[src/rtl/gdt_pkg.sv]
// gdt_pkg: command codes and status bundle shared by the traversal controller
// and datapath; no dependencies
`default_nettype none
package gdt_pkg;

    localparam int CMD_W = 4;

    localparam logic [CMD_W-1:0] CMD_NONE   = 4'd0;
    localparam logic [CMD_W-1:0] CMD_EDIT   = 4'd1;
    localparam logic [CMD_W-1:0] CMD_CLEAR  = 4'd2;
    localparam logic [CMD_W-1:0] CMD_DSTART = 4'd3;
    localparam logic [CMD_W-1:0] CMD_DSTEP  = 4'd4;
    localparam logic [CMD_W-1:0] CMD_DLOAD  = 4'd5;
    localparam logic [CMD_W-1:0] CMD_BSTART = 4'd6;
    localparam logic [CMD_W-1:0] CMD_BDEQ   = 4'd7;
    localparam logic [CMD_W-1:0] CMD_BLOAD  = 4'd8;
    localparam logic [CMD_W-1:0] CMD_BEXP   = 4'd9;
    localparam logic [CMD_W-1:0] CMD_FLUSH  = 4'd10;

    localparam logic [1:0] OP_INSERT = 2'd0;
    localparam logic [1:0] OP_DELETE = 2'd1;
    localparam logic [1:0] OP_DFS    = 2'd2;
    localparam logic [1:0] OP_BFS    = 2'd3;

    typedef struct packed {
        logic [CMD_W-1:0] op;
    } t_cmd;

    typedef struct packed {
        logic none_left;  // every active vertex visited
        logic d_cand;     // top of stack has an unvisited neighbor
        logic tail_one;   // stack or queue tail equals one
        logic q_empty;    // queue head reached tail
        logic b_cand;     // expansion set not empty
        logic emit_ok;    // an emitted vertex can be absorbed this cycle
        logic out_free;   // output register can load this cycle
        logic pend_v;     // a vertex waits for its last marker decision
    } t_status;

endpackage
`default_nettype wire

[src/rtl/gdt_ctrl.sv]
// gdt_ctrl: traversal sequencer, issues at most one datapath command per cycle
// depends on gdt_pkg
`default_nettype none
module gdt_ctrl (
    input  wire logic            i_clk,
    input  wire logic            i_rst_n,
    input  wire logic            i_req_valid,
    input  wire logic [1:0]      i_opcode,
    output logic                 o_req_ready,
    input  wire gdt_pkg::t_status i_stat,
    output gdt_pkg::t_cmd        o_cmd
);
    import gdt_pkg::*;

    localparam logic [3:0] S_IDLE  = 4'd0;
    localparam logic [3:0] S_DSEL  = 4'd1;
    localparam logic [3:0] S_DSTEP = 4'd2;
    localparam logic [3:0] S_DLOAD = 4'd3;
    localparam logic [3:0] S_BSEL  = 4'd4;
    localparam logic [3:0] S_BDEQ  = 4'd5;
    localparam logic [3:0] S_BLOAD = 4'd6;
    localparam logic [3:0] S_BEXP  = 4'd7;
    localparam logic [3:0] S_FLUSH = 4'd8;

    logic [3:0] r_state;
    logic [3:0] n_state;

    assign o_req_ready = (r_state == S_IDLE);

    always_comb begin
        n_state  = r_state;
        o_cmd.op = CMD_NONE;
        case (r_state)
            S_IDLE: begin
                if (i_req_valid) begin
                    if (i_opcode == OP_DFS) begin
                        o_cmd.op = CMD_CLEAR;
                        n_state  = S_DSEL;
                    end else if (i_opcode == OP_BFS) begin
                        o_cmd.op = CMD_CLEAR;
                        n_state  = S_BSEL;
                    end else begin
                        o_cmd.op = CMD_EDIT;
                    end
                end
            end
            S_DSEL: begin
                if (i_stat.none_left) begin
                    n_state = S_FLUSH;
                end else if (i_stat.emit_ok) begin
                    o_cmd.op = CMD_DSTART;
                    n_state  = S_DSTEP;
                end
            end
            S_DSTEP: begin
                if (i_stat.d_cand) begin
                    if (i_stat.emit_ok) begin
                        o_cmd.op = CMD_DSTEP;
                    end
                end else begin
                    o_cmd.op = CMD_DSTEP;
                    n_state  = i_stat.tail_one ? S_DSEL : S_DLOAD;
                end
            end
            S_DLOAD: begin
                o_cmd.op = CMD_DLOAD;
                n_state  = S_DSTEP;
            end
            S_BSEL: begin
                if (i_stat.none_left) begin
                    n_state = S_FLUSH;
                end else begin
                    o_cmd.op = CMD_BSTART;
                    n_state  = S_BDEQ;
                end
            end
            S_BDEQ: begin
                if (i_stat.q_empty) begin
                    n_state = S_BSEL;
                end else begin
                    o_cmd.op = CMD_BDEQ;
                    n_state  = S_BLOAD;
                end
            end
            S_BLOAD: begin
                if (i_stat.emit_ok) begin
                    o_cmd.op = CMD_BLOAD;
                    n_state  = S_BEXP;
                end
            end
            S_BEXP: begin
                if (i_stat.b_cand) begin
                    o_cmd.op = CMD_BEXP;
                end else begin
                    n_state = S_BDEQ;
                end
            end
            S_FLUSH: begin
                if (!i_stat.pend_v) begin
                    n_state = S_IDLE;
                end else if (i_stat.out_free) begin
                    o_cmd.op = CMD_FLUSH;
                    n_state  = S_IDLE;
                end
            end
            default: begin
                n_state = S_IDLE;
            end
        endcase
    end

    always_ff @(posedge i_clk) begin
        if (!i_rst_n) begin
            r_state <= S_IDLE;
        end else begin
            r_state <= n_state;
        end
    end

endmodule
`default_nettype wire

[src/rtl/gdt_dp.sv]
// gdt_dp: adjacency matrix, visit marks, walk store and output staging
// depends on gdt_pkg
`default_nettype none
module gdt_dp #(
    parameter int MAX_VERTICES = 32
) (
    input  wire logic             i_clk,
    input  wire logic             i_rst_n,
    input  wire logic             i_cfg_we,
    input  wire logic [5:0]       i_cfg_wdata,
    input  wire logic [1:0]       i_opcode,
    input  wire logic [4:0]       i_vertex_a,
    input  wire logic [4:0]       i_vertex_b,
    input  wire gdt_pkg::t_cmd    i_cmd,
    output gdt_pkg::t_status      o_stat,
    output logic                  o_valid,
    input  wire logic             i_ready,
    output logic [4:0]            o_vertex,
    output logic                  o_last
);
    import gdt_pkg::*;

    localparam int NV = (MAX_VERTICES < 32) ? MAX_VERTICES : 32;
    localparam int VW = $clog2(NV);

    logic [NV-1:0] r_adj [NV];
    logic [NV-1:0] r_del;
    logic [NV-1:0] r_vis;
    logic [VW-1:0] r_store [NV];
    logic [VW-1:0] r_rd;
    logic [VW-1:0] r_top;
    logic [VW:0]   r_tail;
    logic [VW:0]   r_head;
    logic [NV-1:0] r_cand;
    logic          r_bfs;
    logic [5:0]    r_vc;
    logic [VW-1:0] r_pend;
    logic          r_pend_v;
    logic          r_ov;
    logic [VW-1:0] r_odata;
    logic          r_olast;

    logic [5:0]    n_act;
    logic [NV-1:0] mask;
    logic [NV-1:0] free;
    logic [NV-1:0] row;
    logic [NV-1:0] dcand;
    logic [VW-1:0] s_low;
    logic [VW-1:0] d_low;
    logic [VW-1:0] b_low;
    logic [VW-1:0] a_idx;
    logic [VW-1:0] b_idx;
    logic          ins_ok;
    logic          del_ok;
    logic          emit_en;
    logic [VW-1:0] emit_x;
    logic          emit_real;
    logic          out_free;
    logic          load;
    logic          mem_we;
    logic [VW-1:0] mem_wa;
    logic [VW-1:0] mem_wd;
    logic          mem_re;
    logic [VW-1:0] mem_ra;
    logic [VW:0]   tail_m1;
    logic [VW:0]   tail_m2;

    function automatic logic [VW-1:0] f_low(input logic [NV-1:0] x);
        logic [VW-1:0] r;
        r = '0;
        for (int i = NV - 1; i >= 0; i--) begin
            if (x[i]) begin
                r = VW'(i);
            end
        end
        return r;
    endfunction

    assign n_act = (r_vc > 6'(NV)) ? 6'(NV) : r_vc;

    always_comb begin
        for (int i = 0; i < NV; i++) begin
            mask[i] = (6'(i) < n_act);
        end
    end

    assign free   = mask & ~r_vis;
    assign row    = r_adj[r_bfs ? r_rd : r_top];
    assign dcand  = row & mask & ~r_vis;
    assign s_low  = f_low(free);
    assign d_low  = f_low(dcand);
    assign b_low  = f_low(r_cand);
    assign a_idx  = i_vertex_a[VW-1:0];
    assign b_idx  = i_vertex_b[VW-1:0];
    assign ins_ok = ({1'b0, i_vertex_a} < n_act) && ({1'b0, i_vertex_b} < n_act)
                    && !r_del[a_idx] && !r_del[b_idx];
    assign del_ok = ({1'b0, i_vertex_a} < n_act) && !r_del[a_idx];
    assign tail_m1 = r_tail - (VW+1)'(1);
    assign tail_m2 = r_tail - (VW+1)'(2);

    assign out_free = !r_ov || i_ready;

    // emit source per command
    always_comb begin
        emit_en = 1'b0;
        emit_x  = s_low;
        case (i_cmd.op)
            CMD_DSTART: emit_en = 1'b1;
            CMD_DSTEP: begin
                emit_en = (dcand != '0);
                emit_x  = d_low;
            end
            CMD_BLOAD: begin
                emit_en = 1'b1;
                emit_x  = r_rd;
            end
            default: emit_en = 1'b0;
        endcase
    end

    assign emit_real = emit_en && !r_del[emit_x];
    assign load = r_pend_v && (emit_real || (i_cmd.op == CMD_FLUSH));

    // walk store port usage
    always_comb begin
        mem_we = 1'b0;
        mem_wa = tail_m1[VW-1:0];
        mem_wd = r_top;
        mem_re = 1'b0;
        mem_ra = tail_m2[VW-1:0];
        case (i_cmd.op)
            CMD_DSTEP: begin
                mem_we = (dcand != '0);
                mem_re = (dcand == '0);
            end
            CMD_BSTART: begin
                mem_we = 1'b1;
                mem_wa = '0;
                mem_wd = s_low;
            end
            CMD_BDEQ: begin
                mem_re = 1'b1;
                mem_ra = r_head[VW-1:0];
            end
            CMD_BEXP: begin
                mem_we = 1'b1;
                mem_wa = r_tail[VW-1:0];
                mem_wd = b_low;
            end
            default: mem_we = 1'b0;
        endcase
    end

    always_ff @(posedge i_clk) begin
        if (mem_we) begin
            r_store[mem_wa] <= mem_wd;
        end
        if (mem_re) begin
            r_rd <= r_store[mem_ra];
        end
    end

    always_ff @(posedge i_clk) begin
        if (!i_rst_n) begin
            for (int i = 0; i < NV; i++) begin
                r_adj[i] <= '0;
            end
            r_del <= '0;
            r_vc  <= 6'd32;
        end else begin
            if (i_cfg_we) begin
                r_vc <= i_cfg_wdata;
            end
            if (i_cmd.op == CMD_EDIT) begin
                if (i_opcode == OP_INSERT && ins_ok) begin
                    r_adj[a_idx][b_idx] <= 1'b1;
                    r_adj[b_idx][a_idx] <= 1'b1;
                end else if (i_opcode == OP_DELETE && del_ok) begin
                    for (int i = 0; i < NV; i++) begin
                        r_adj[i][a_idx] <= 1'b0;
                    end
                    r_adj[a_idx] <= '0;
                    r_del[a_idx] <= 1'b1;
                end
            end
        end
    end

    always_ff @(posedge i_clk) begin
        if (!i_rst_n) begin
            r_vis  <= '0;
            r_tail <= '0;
            r_head <= '0;
            r_bfs  <= 1'b0;
        end else begin
            case (i_cmd.op)
                CMD_CLEAR: r_vis <= '0;
                CMD_DSTART: begin
                    r_vis[s_low] <= 1'b1;
                    r_top        <= s_low;
                    r_tail       <= (VW+1)'(1);
                    r_bfs        <= 1'b0;
                end
                CMD_DSTEP: begin
                    if (dcand != '0) begin
                        r_vis[d_low] <= 1'b1;
                        r_top        <= d_low;
                        r_tail       <= r_tail + (VW+1)'(1);
                    end else begin
                        r_tail <= tail_m1;
                    end
                end
                CMD_DLOAD: r_top <= r_rd;
                CMD_BSTART: begin
                    r_vis[s_low] <= 1'b1;
                    r_head       <= '0;
                    r_tail       <= (VW+1)'(1);
                    r_bfs        <= 1'b1;
                end
                CMD_BDEQ: r_head <= r_head + (VW+1)'(1);
                CMD_BLOAD: r_cand <= dcand;
                CMD_BEXP: begin
                    r_vis[b_low]  <= 1'b1;
                    r_cand[b_low] <= 1'b0;
                    r_tail        <= r_tail + (VW+1)'(1);
                end
                default: r_bfs <= r_bfs;
            endcase
        end
    end

    // one-deep hold so the final vertex can carry its last marker
    always_ff @(posedge i_clk) begin
        if (!i_rst_n) begin
            r_pend_v <= 1'b0;
            r_ov     <= 1'b0;
        end else begin
            if (r_ov && i_ready) begin
                r_ov <= 1'b0;
            end
            if (load) begin
                r_ov    <= 1'b1;
                r_odata <= r_pend;
                r_olast <= (i_cmd.op == CMD_FLUSH);
            end
            if (emit_real) begin
                r_pend   <= emit_x;
                r_pend_v <= 1'b1;
            end else if (i_cmd.op == CMD_FLUSH) begin
                r_pend_v <= 1'b0;
            end
        end
    end

    always_comb begin
        o_vertex = '0;
        o_vertex[VW-1:0] = r_odata;
    end
    assign o_valid = r_ov;
    assign o_last  = r_olast;

    assign o_stat.none_left = (free == '0);
    assign o_stat.d_cand    = (dcand != '0);
    assign o_stat.tail_one  = (r_tail == (VW+1)'(1));
    assign o_stat.q_empty   = (r_head == r_tail);
    assign o_stat.b_cand    = (r_cand != '0);
    assign o_stat.emit_ok   = !r_pend_v || out_free;
    assign o_stat.out_free  = out_free;
    assign o_stat.pend_v    = r_pend_v;

    a_load_free: assert property (@(posedge i_clk) disable iff (!i_rst_n)
        load |-> out_free)
        else $error("output register loaded while occupied");
    a_head_le_tail: assert property (@(posedge i_clk) disable iff (!i_rst_n)
        r_bfs |-> (r_head <= r_tail))
        else $error("queue head passed tail");
    a_tail_bound: assert property (@(posedge i_clk) disable iff (!i_rst_n)
        r_tail <= (VW+1)'(NV))
        else $error("walk store overflow");
    a_flush_clears: assert property (@(posedge i_clk) disable iff (!i_rst_n)
        (i_cmd.op == CMD_FLUSH) |=> !r_pend_v)
        else $error("held vertex survived flush");

endmodule
`default_nettype wire

[src/rtl/graph_dfs_bfs_traversal_unit.sv]
// Graph traversal unit: an undirected graph of up to 32 vertices held as an
// adjacency bit matrix in flip-flops. A request inserts an edge, deletes a vertex,
// or runs a depth-first or breadth-first walk over all components, starting at
// the lowest unvisited vertex and taking neighbors in ascending order. The walk
// streams every visited non-deleted vertex on the master side; tlast marks the
// final one, and a walk that emits nothing produces no output. Edits are applied
// while the slave side stays ready. A walk holds s_axis_tready low throughout:
// after a clear step, depth-first pushes each new vertex and pops through the
// stack's registered read, with a reload step when the new top must be fetched;
// breadth-first dequeues a vertex, loads its neighbor row and enqueues each
// unvisited neighbor; each component begins with a start step, and a flush step
// at the end hands off the final vertex. Output stalls pause the walk. The
// vertex_count register is written through i_cfg_we/i_cfg_wdata and should only
// change while no request is in progress. The walk store needs no clearing pass
// after reset.
// depends on gdt_pkg, gdt_ctrl, gdt_dp
`default_nettype none
module graph_dfs_bfs_traversal_unit #(
    parameter int MAX_VERTICES = 32
) (
    input  wire logic        i_clk,
    input  wire logic        i_rst_n,
    // vertex_count register
    input  wire logic        i_cfg_we,
    input  wire logic [5:0]  i_cfg_wdata,
    // request stream
    input  wire logic        s_axis_tvalid,
    output logic             s_axis_tready,
    input  wire logic [15:0] s_axis_tdata,   // [1:0] opcode, [6:2] vertex_a, [11:7] vertex_b
    // visited vertex stream
    output logic             m_axis_tvalid,
    input  wire logic        m_axis_tready,
    output logic [7:0]       m_axis_tdata,   // [4:0] visited_vertex
    output logic             m_axis_tlast
);
    import gdt_pkg::*;

    t_cmd       cmd;
    t_status    stat;
    logic [4:0] vtx;

    // sequencer: at most one command to the datapath per cycle
    gdt_ctrl u_ctrl (
        .i_clk       (i_clk),
        .i_rst_n     (i_rst_n),
        .i_req_valid (s_axis_tvalid),
        .i_opcode    (s_axis_tdata[1:0]),
        .o_req_ready (s_axis_tready),
        .i_stat      (stat),
        .o_cmd       (cmd)
    );

    // matrix, marks, stack/queue and output register
    gdt_dp #(
        .MAX_VERTICES (MAX_VERTICES)
    ) u_dp (
        .i_clk       (i_clk),
        .i_rst_n     (i_rst_n),
        .i_cfg_we    (i_cfg_we),
        .i_cfg_wdata (i_cfg_wdata),
        .i_opcode    (s_axis_tdata[1:0]),
        .i_vertex_a  (s_axis_tdata[6:2]),
        .i_vertex_b  (s_axis_tdata[11:7]),
        .i_cmd       (cmd),
        .o_stat      (stat),
        .o_valid     (m_axis_tvalid),
        .i_ready     (m_axis_tready),
        .o_vertex    (vtx),
        .o_last      (m_axis_tlast)
    );

    assign m_axis_tdata = {3'b000, vtx};

endmodule
`default_nettype wire
[config.mk]
export PLATFORM = sky130hd
export DESIGN_NAME = graph_dfs_bfs_traversal_unit
export DESIGN_NICKNAME = d
export VERILOG_FILES = /design/src/rtl/gdt_pkg.sv /design/src/rtl/gdt_ctrl.sv /design/src/rtl/gdt_dp.sv /design/src/rtl/graph_dfs_bfs_traversal_unit.sv
export SDC_FILE = /design/constraint.sdc
export NUM_CORES = 2
export LEC_CHECK = 0
export BUFFER_PORTS_ARGS = -buffer_cell sky130_fd_sc_hd__buf_2
export CORE_AREA = 2 2 378 380
export CTS_CLUSTER_DIAMETER = 150
export DETAILED_ROUTE_END_ITERATION = 12
export DIE_AREA = 0 0 380 382
export GPL_TIMING_DRIVEN = 1
export PLACE_DENSITY = 0.61
export REMOVE_ABC_BUFFERS = 1
export SYNTH_ARGS = -nofsm -noshare
export SYNTH_HDL_FRONTEND = slang
export SYNTH_HIERARCHICAL = 1
export SYNTH_SLANG_ARGS = --single-unit
[constraint.sdc]
create_clock -name i_clk -period 7.9 [get_ports i_clk]
set_clock_uncertainty 0.05 [all_clocks]
set_input_delay 0.79 -clock i_clk [delete_from_list [all_inputs] [get_ports i_clk]]
set_output_delay 0.79 -clock i_clk [all_outputs]
set_load 0.03 [all_outputs]
# Yosys cells after proc, flatten, opt, wreduce, memory -nomap -nowiden
# Memories as Yosys holds them, arrays and structs flattened. A register that Yosys moved wholly into a read port is not among the register bits.
# Index checks and enable logic that the tools add are counted.
# op_classes
mul	0
div	0
shifts	0
bitwise	1163
reduce_logical	47
order_cmp	46
mux	1235
add_sub_neg	4
eq_ne	32
# ops
operator	n
1-bit 2-to-1 mux	1079
1-bit OR	1056
5-bit 2-to-1 mux	100
32-bit 2-to-1 mux	6
32-bit AND	4
32-bit OR	4
32-bit case mux with 4 select lines	1
5-bit by 6-bit < comparator with 1-bit output, first input constant	16
4-bit 2-to-1 mux	18
4-bit case mux with 9 select lines	2
1-bit AND	64
32-bit zero test	2
32-bit inverter	2
32-bit case mux with 2 select lines	1
32-bit nonzero test	2
4-bit by 6-bit < comparator with 1-bit output, first input constant	8
5-bit by 6-bit < comparator with 1-bit output, second input constant	6
1-bit inverter	33
4-bit by 3-bit equality test with 1-bit output, second input constant	8
32-bit OR reduction	1
5-bit case mux with 2 select lines	3
1-bit demux with 5-bit select	5
5-bit by 1-bit >= comparator with 1-bit output, second input constant	5
3-bit by 6-bit < comparator with 1-bit output, first input constant	4
38 further kinds	97
# word_totals
input_bits	27
register_bits	137
ramBits	1184
memories	2
mem_bits_ro	0
output_inout_bits	11
wordCells	2543
latch_bits	0
# mem_list
name	words	width	rd	rd_ports_with_merged_regs	write_ports	line	rtl
u_dp.r_adj	32	32	1	0	33	gdt_dp.sv:26	logic [NV-1:0] r_adj [NV];
u_dp.r_store	32	5	1	1	1	gdt_dp.sv:29	logic [VW-1:0] r_store [NV];

# Longest topological paths before layout
# depth
depth_word	45
depth_mapped	34
depth_no_buf	27

# Hierarchy
# The synthesis kept the hierarchy.
# modules_own_cells
mod	instances	seq_area_each_um2	cells_per_inst	area_each_um2
gdt_dp	1	28597.4	7483	65270.1
gdt_ctrl	1	80.1	67	493.0
graph_dfs_bfs_traversal_unit	1	0.0	4	26.3

# Least setup slack after synthesis
# No wires, ideal clock.
# synth_path
path_kind	register to register
from	register u_dp.r_bfs
to	memory u_dp/r_store[0][1] (netlist bit) (data pin)
n_path_buf	5
setup_time_ns	0.616
arrival_time_ns	6.935
t_required_ns	7.234
slack_ns	0.299
synth_period_minus_slack_ns	7.601
path_stages_with_launch	23
path_cell_list	dfxtp_1 > mux2i_2 > buf_6 > buf_2 > mux4_2 > a22o_1 > a221oi_1 > o22a_1 > nand2_1 > nor4_1 > nor2b_1 > nand2_1 > nor2b_1 > o22ai_1 > mux2i_1 > nor2_1 > clkbuf_1 > inv_1 > nand2_1 > nor2_1 > clkbuf_1 > buf_1 > o311ai_0
# synth_lines
item	line	rtl
from (decl)	gdt_dp.sv:35	logic r_bfs;
from (signal assigned)	gdt_dp.sv:227	default: r_bfs <= r_bfs;
to (decl)	gdt_dp.sv:29	

==> metrics.txt <==
status complete, but fails checks; violated checks max-capacitance violations; switching power 8.61 mW; Max FO, Critical Path 21; Crit Path Category reg2reg; Filler Cell Count 12900; Die Wd 380 microns; Area Overhead vs Synth 14.8%; core area 141000 sq um; TNS Setup 0 ns; vias per cell 7.33; Final Cycle Share 0.984; # DRC 0; Leak 24.9 nW; CTS sink cnt 1326; Post-Route WL 335000 microns; Crit path top cell by count buf_4; crit path buf inv count 10; initial core utilization 0.467; fin crit period 7.77 ns; TritonCTS clock tree yes; Worst Setup End Kind flop; clock buffer depth 3; post-synthesis average cell area 8.71 sq um; top post-synthesis cells by area dfxtp_1 (34%), edfxtp_1 (9.7%), o22ai_1 (9.1%), a21oi_1 (6.0%), mux4_2 (5.7%); share of cells above drive strength 1 0.161; initial antenna violation count 24; Worst-path clk slew 0.06 ns; post-layout util 0.536; Combinational Power Share 0.353; gpl congestion 1.04; WL/cell 35.4 microns; total die area 145000 sq um; # rows 138; largest net degree at the start of global routing 73; Synth Cell Area 65800 sq um; Worst-Margin Slew 1.48 ns; total global-route track usage 0.440; endpoints failing hold 0; Ports 38; worst skew pair latency 0.83 ns; Post-synth ARST share 0; Crit path required time 8.47 ns; normalized max-slew margin 0.0110; Root Driver clkbuf_16; Synth cell types 97; Final nets 7479; cell family with most CP delay buffers and inverters; pwr/cell area 300 nW/um^2; VDD IR-drop max 0.230 mV; first-pass GRT wire length 465000 microns; number of synthesized flops with an enable pin 213; worst stage delay on the critical path 1.08 ns; Synth Warn # 6; Clk network pwr share 0.323; min-delay worst type in2reg; Fmax 0.129 GHz; final setup vio count 0; Max Cap Viol 1; vias in the first global route 63100; post-synth top area share 0.339; height of the die 382 microns; Startpoint Class flop; Yosys reg bits 1326; DPL Wire Length 211000 microns; commonest non-fill, non-tap cell in the layout dfxtp_1; internal power 14.1 mW; CP max stage cell nor2_4; final hold slack 0.224 ns; # port buffers 30; Seq/Total Area, Yosys 0.436; DRT Pass-1 Iters 10; CTS Hold Bufs 0; sequential share of power 0.324; via count 69300; DRT iter0 DRCs 12900; CTS HTree Levels 4; Arr. time, crit path 8.34 ns; total gr overflow 0; top cell type by total area after synthesis dfxtp_1; Post-Synthesis Cells 7554; ys flop type dfxtp_1; Final ANT Viol Nets 0; Max Slew Vio Count 0; CTS buffer count 147; Net Sw Frac 0.380; most frequent cells in the layout dfxtp_1 (1112), o22ai_1 (952), nor2_1 (832), a21oi_1 (785), nand2_1 (558)
-- power groups by stage --
stage          sequential (mW)  combinational [mW]  clock, mW
2_1_floorplan             7.51                3.98          0
3_3_place_gp              7.50                7.41          0
3_5_place_dp              7.50                7.41          0
4_1_cts                   7.35                7.44       7.29
5_1_grt                   7.37                8.17       7.56
6_report                  7.36                8.01       7.32
-- state kept, by name, indices dropped and copies added, names as in the netlist, 6 cells and up --
| name | cells |
|---|---|
| u_dp/r_cand | 32 |
| u_dp/r_vc | 6 |
| u_dp/r_store | 160 |
| u_dp/r_head | 6 |
| u_dp/r_tail | 6 |
| u_dp/r_adj | 1024 |
| u_dp/r_vis | 32 |
| u_dp/r_del | 32 |
-- synthesized netlist by cell type, types with 18 or more instances --
master    instances
a211oi_1         63
nor4_1           27
a22oi_1         369
o211ai_1         29
a21boi_0         26
o22ai_1         953
nand3_1         157
clkbuf_1        692
a221oi_1         27
mux4_2          166
a22o_1           20
edfxtp_1        213
nor2b_1          78
nand4_1          29
buf_6            22
nor3b_1          19
buf_4            29
a31oi_1          30
nand2b_1         44
inv_1            54
mux2i_1         205
buf_1            64
a21oi_1         788
buf_2            44
o221ai_1         59
o21ai_0         247
o21a_1           58
nor2_1          873
or2_2            20
and2_1           32
nand2_1         599
a32oi_1          19
nor3_1           37
a21o_1           18
dfxtp_1        1113
nand3b_1         28
o31ai_1          19
-- worst min-delay path, cell delays in order --
cell and delay [ns]:
buf_2 0.07, mux2i_1 0.06, nor2b_1 0.10
-- logic make-up (layout without fill, tap and decap cells) --
family,count (synthesis),count (layout),share of synthesized area
muxes,386,388,0.0907
other,1,25,0.0000570
AOI/OAI and AO/OA,2880,2880,0.276
DFF,1326,1326,0.436
buffers and inverters,911,904,0.0575
and+or+nand+nor,2019,2019,0.135
adders and majority gates,15,15,0.00285
xor gates and xnor gates,16,16,0.00213
-- metal layers --
metal | vias to the layer above | global-route usage | wire, microns
met4 | 24 | 0.313 | 28900
li1 | 28100 | - | -
met5 | - | 0.00430 | 249
met2 | 6347 | 0.610 | 133000
met1 | 33200 | 0.549 | 119000
met3 | 1643 | 0.181 | 54300
-- per-stage QoR --
step / setup WS [ns] / instance area (sq um) / power, mW / instances
2_1_floorplan: -10.61 / 62200 / 11.5 / 6702
3_3_place_gp: -0.184 / 70100 / 14.9 / 9160
3_5_place_dp: -0.200 / 70100 / 14.9 / 9160
4_1_cts: 0.0459 / 75200 / 22.1 / 9423
5_1_grt: -0.00758 / 75500 / 23.1 / 9442
6_report: 0.128 / 75600 / 22.7 / 9463
-- what timing repair did --
action / CTS / global route
gates cloned: 0 / 4
pin swaps: 0 / 3
endpoints found under the setup margin: 17 / 83
setup buffers: 0 / 14
resized for setup: 1 / 19
-- cell type report --
cell class | count | area [sq um] | share of cell area
diodes | 22 | 55.1 | 0.000729
clock buffers | 218 | 4400 | 0.0582
clock inverters | 45 | 693 | 0.00917
inverters | 57 | 214 | 0.00283
multi-input cells | 5321 | 34200 | 0.452
flip-flops and latches | 1326 | 28700 | 0.380
well taps | 1890 | 2360 | 0.0313
repair buffers | 584 | 4970 | 0.0658
-- worst paths after layout --
check / to / slack (ns) / startpoint / cells after the start
setup / recovery: u_dp/r_adj[21][11] / 0.13 / u_dp/r_rd[0] / 28
hold / removal: u_dp/r_vc[4] / 0.22 / i_cfg_wdata[4] / 3
setup reg to reg: u_dp/r_adj[21][11] / 0.13 / u_dp/r_rd[0] / 28
hold reg to reg: u_dp/o_vertex[1] / 0.38 / u_dp/r_pend[1] / 0
No activity file was read; power rests on OpenSTA's default activity.
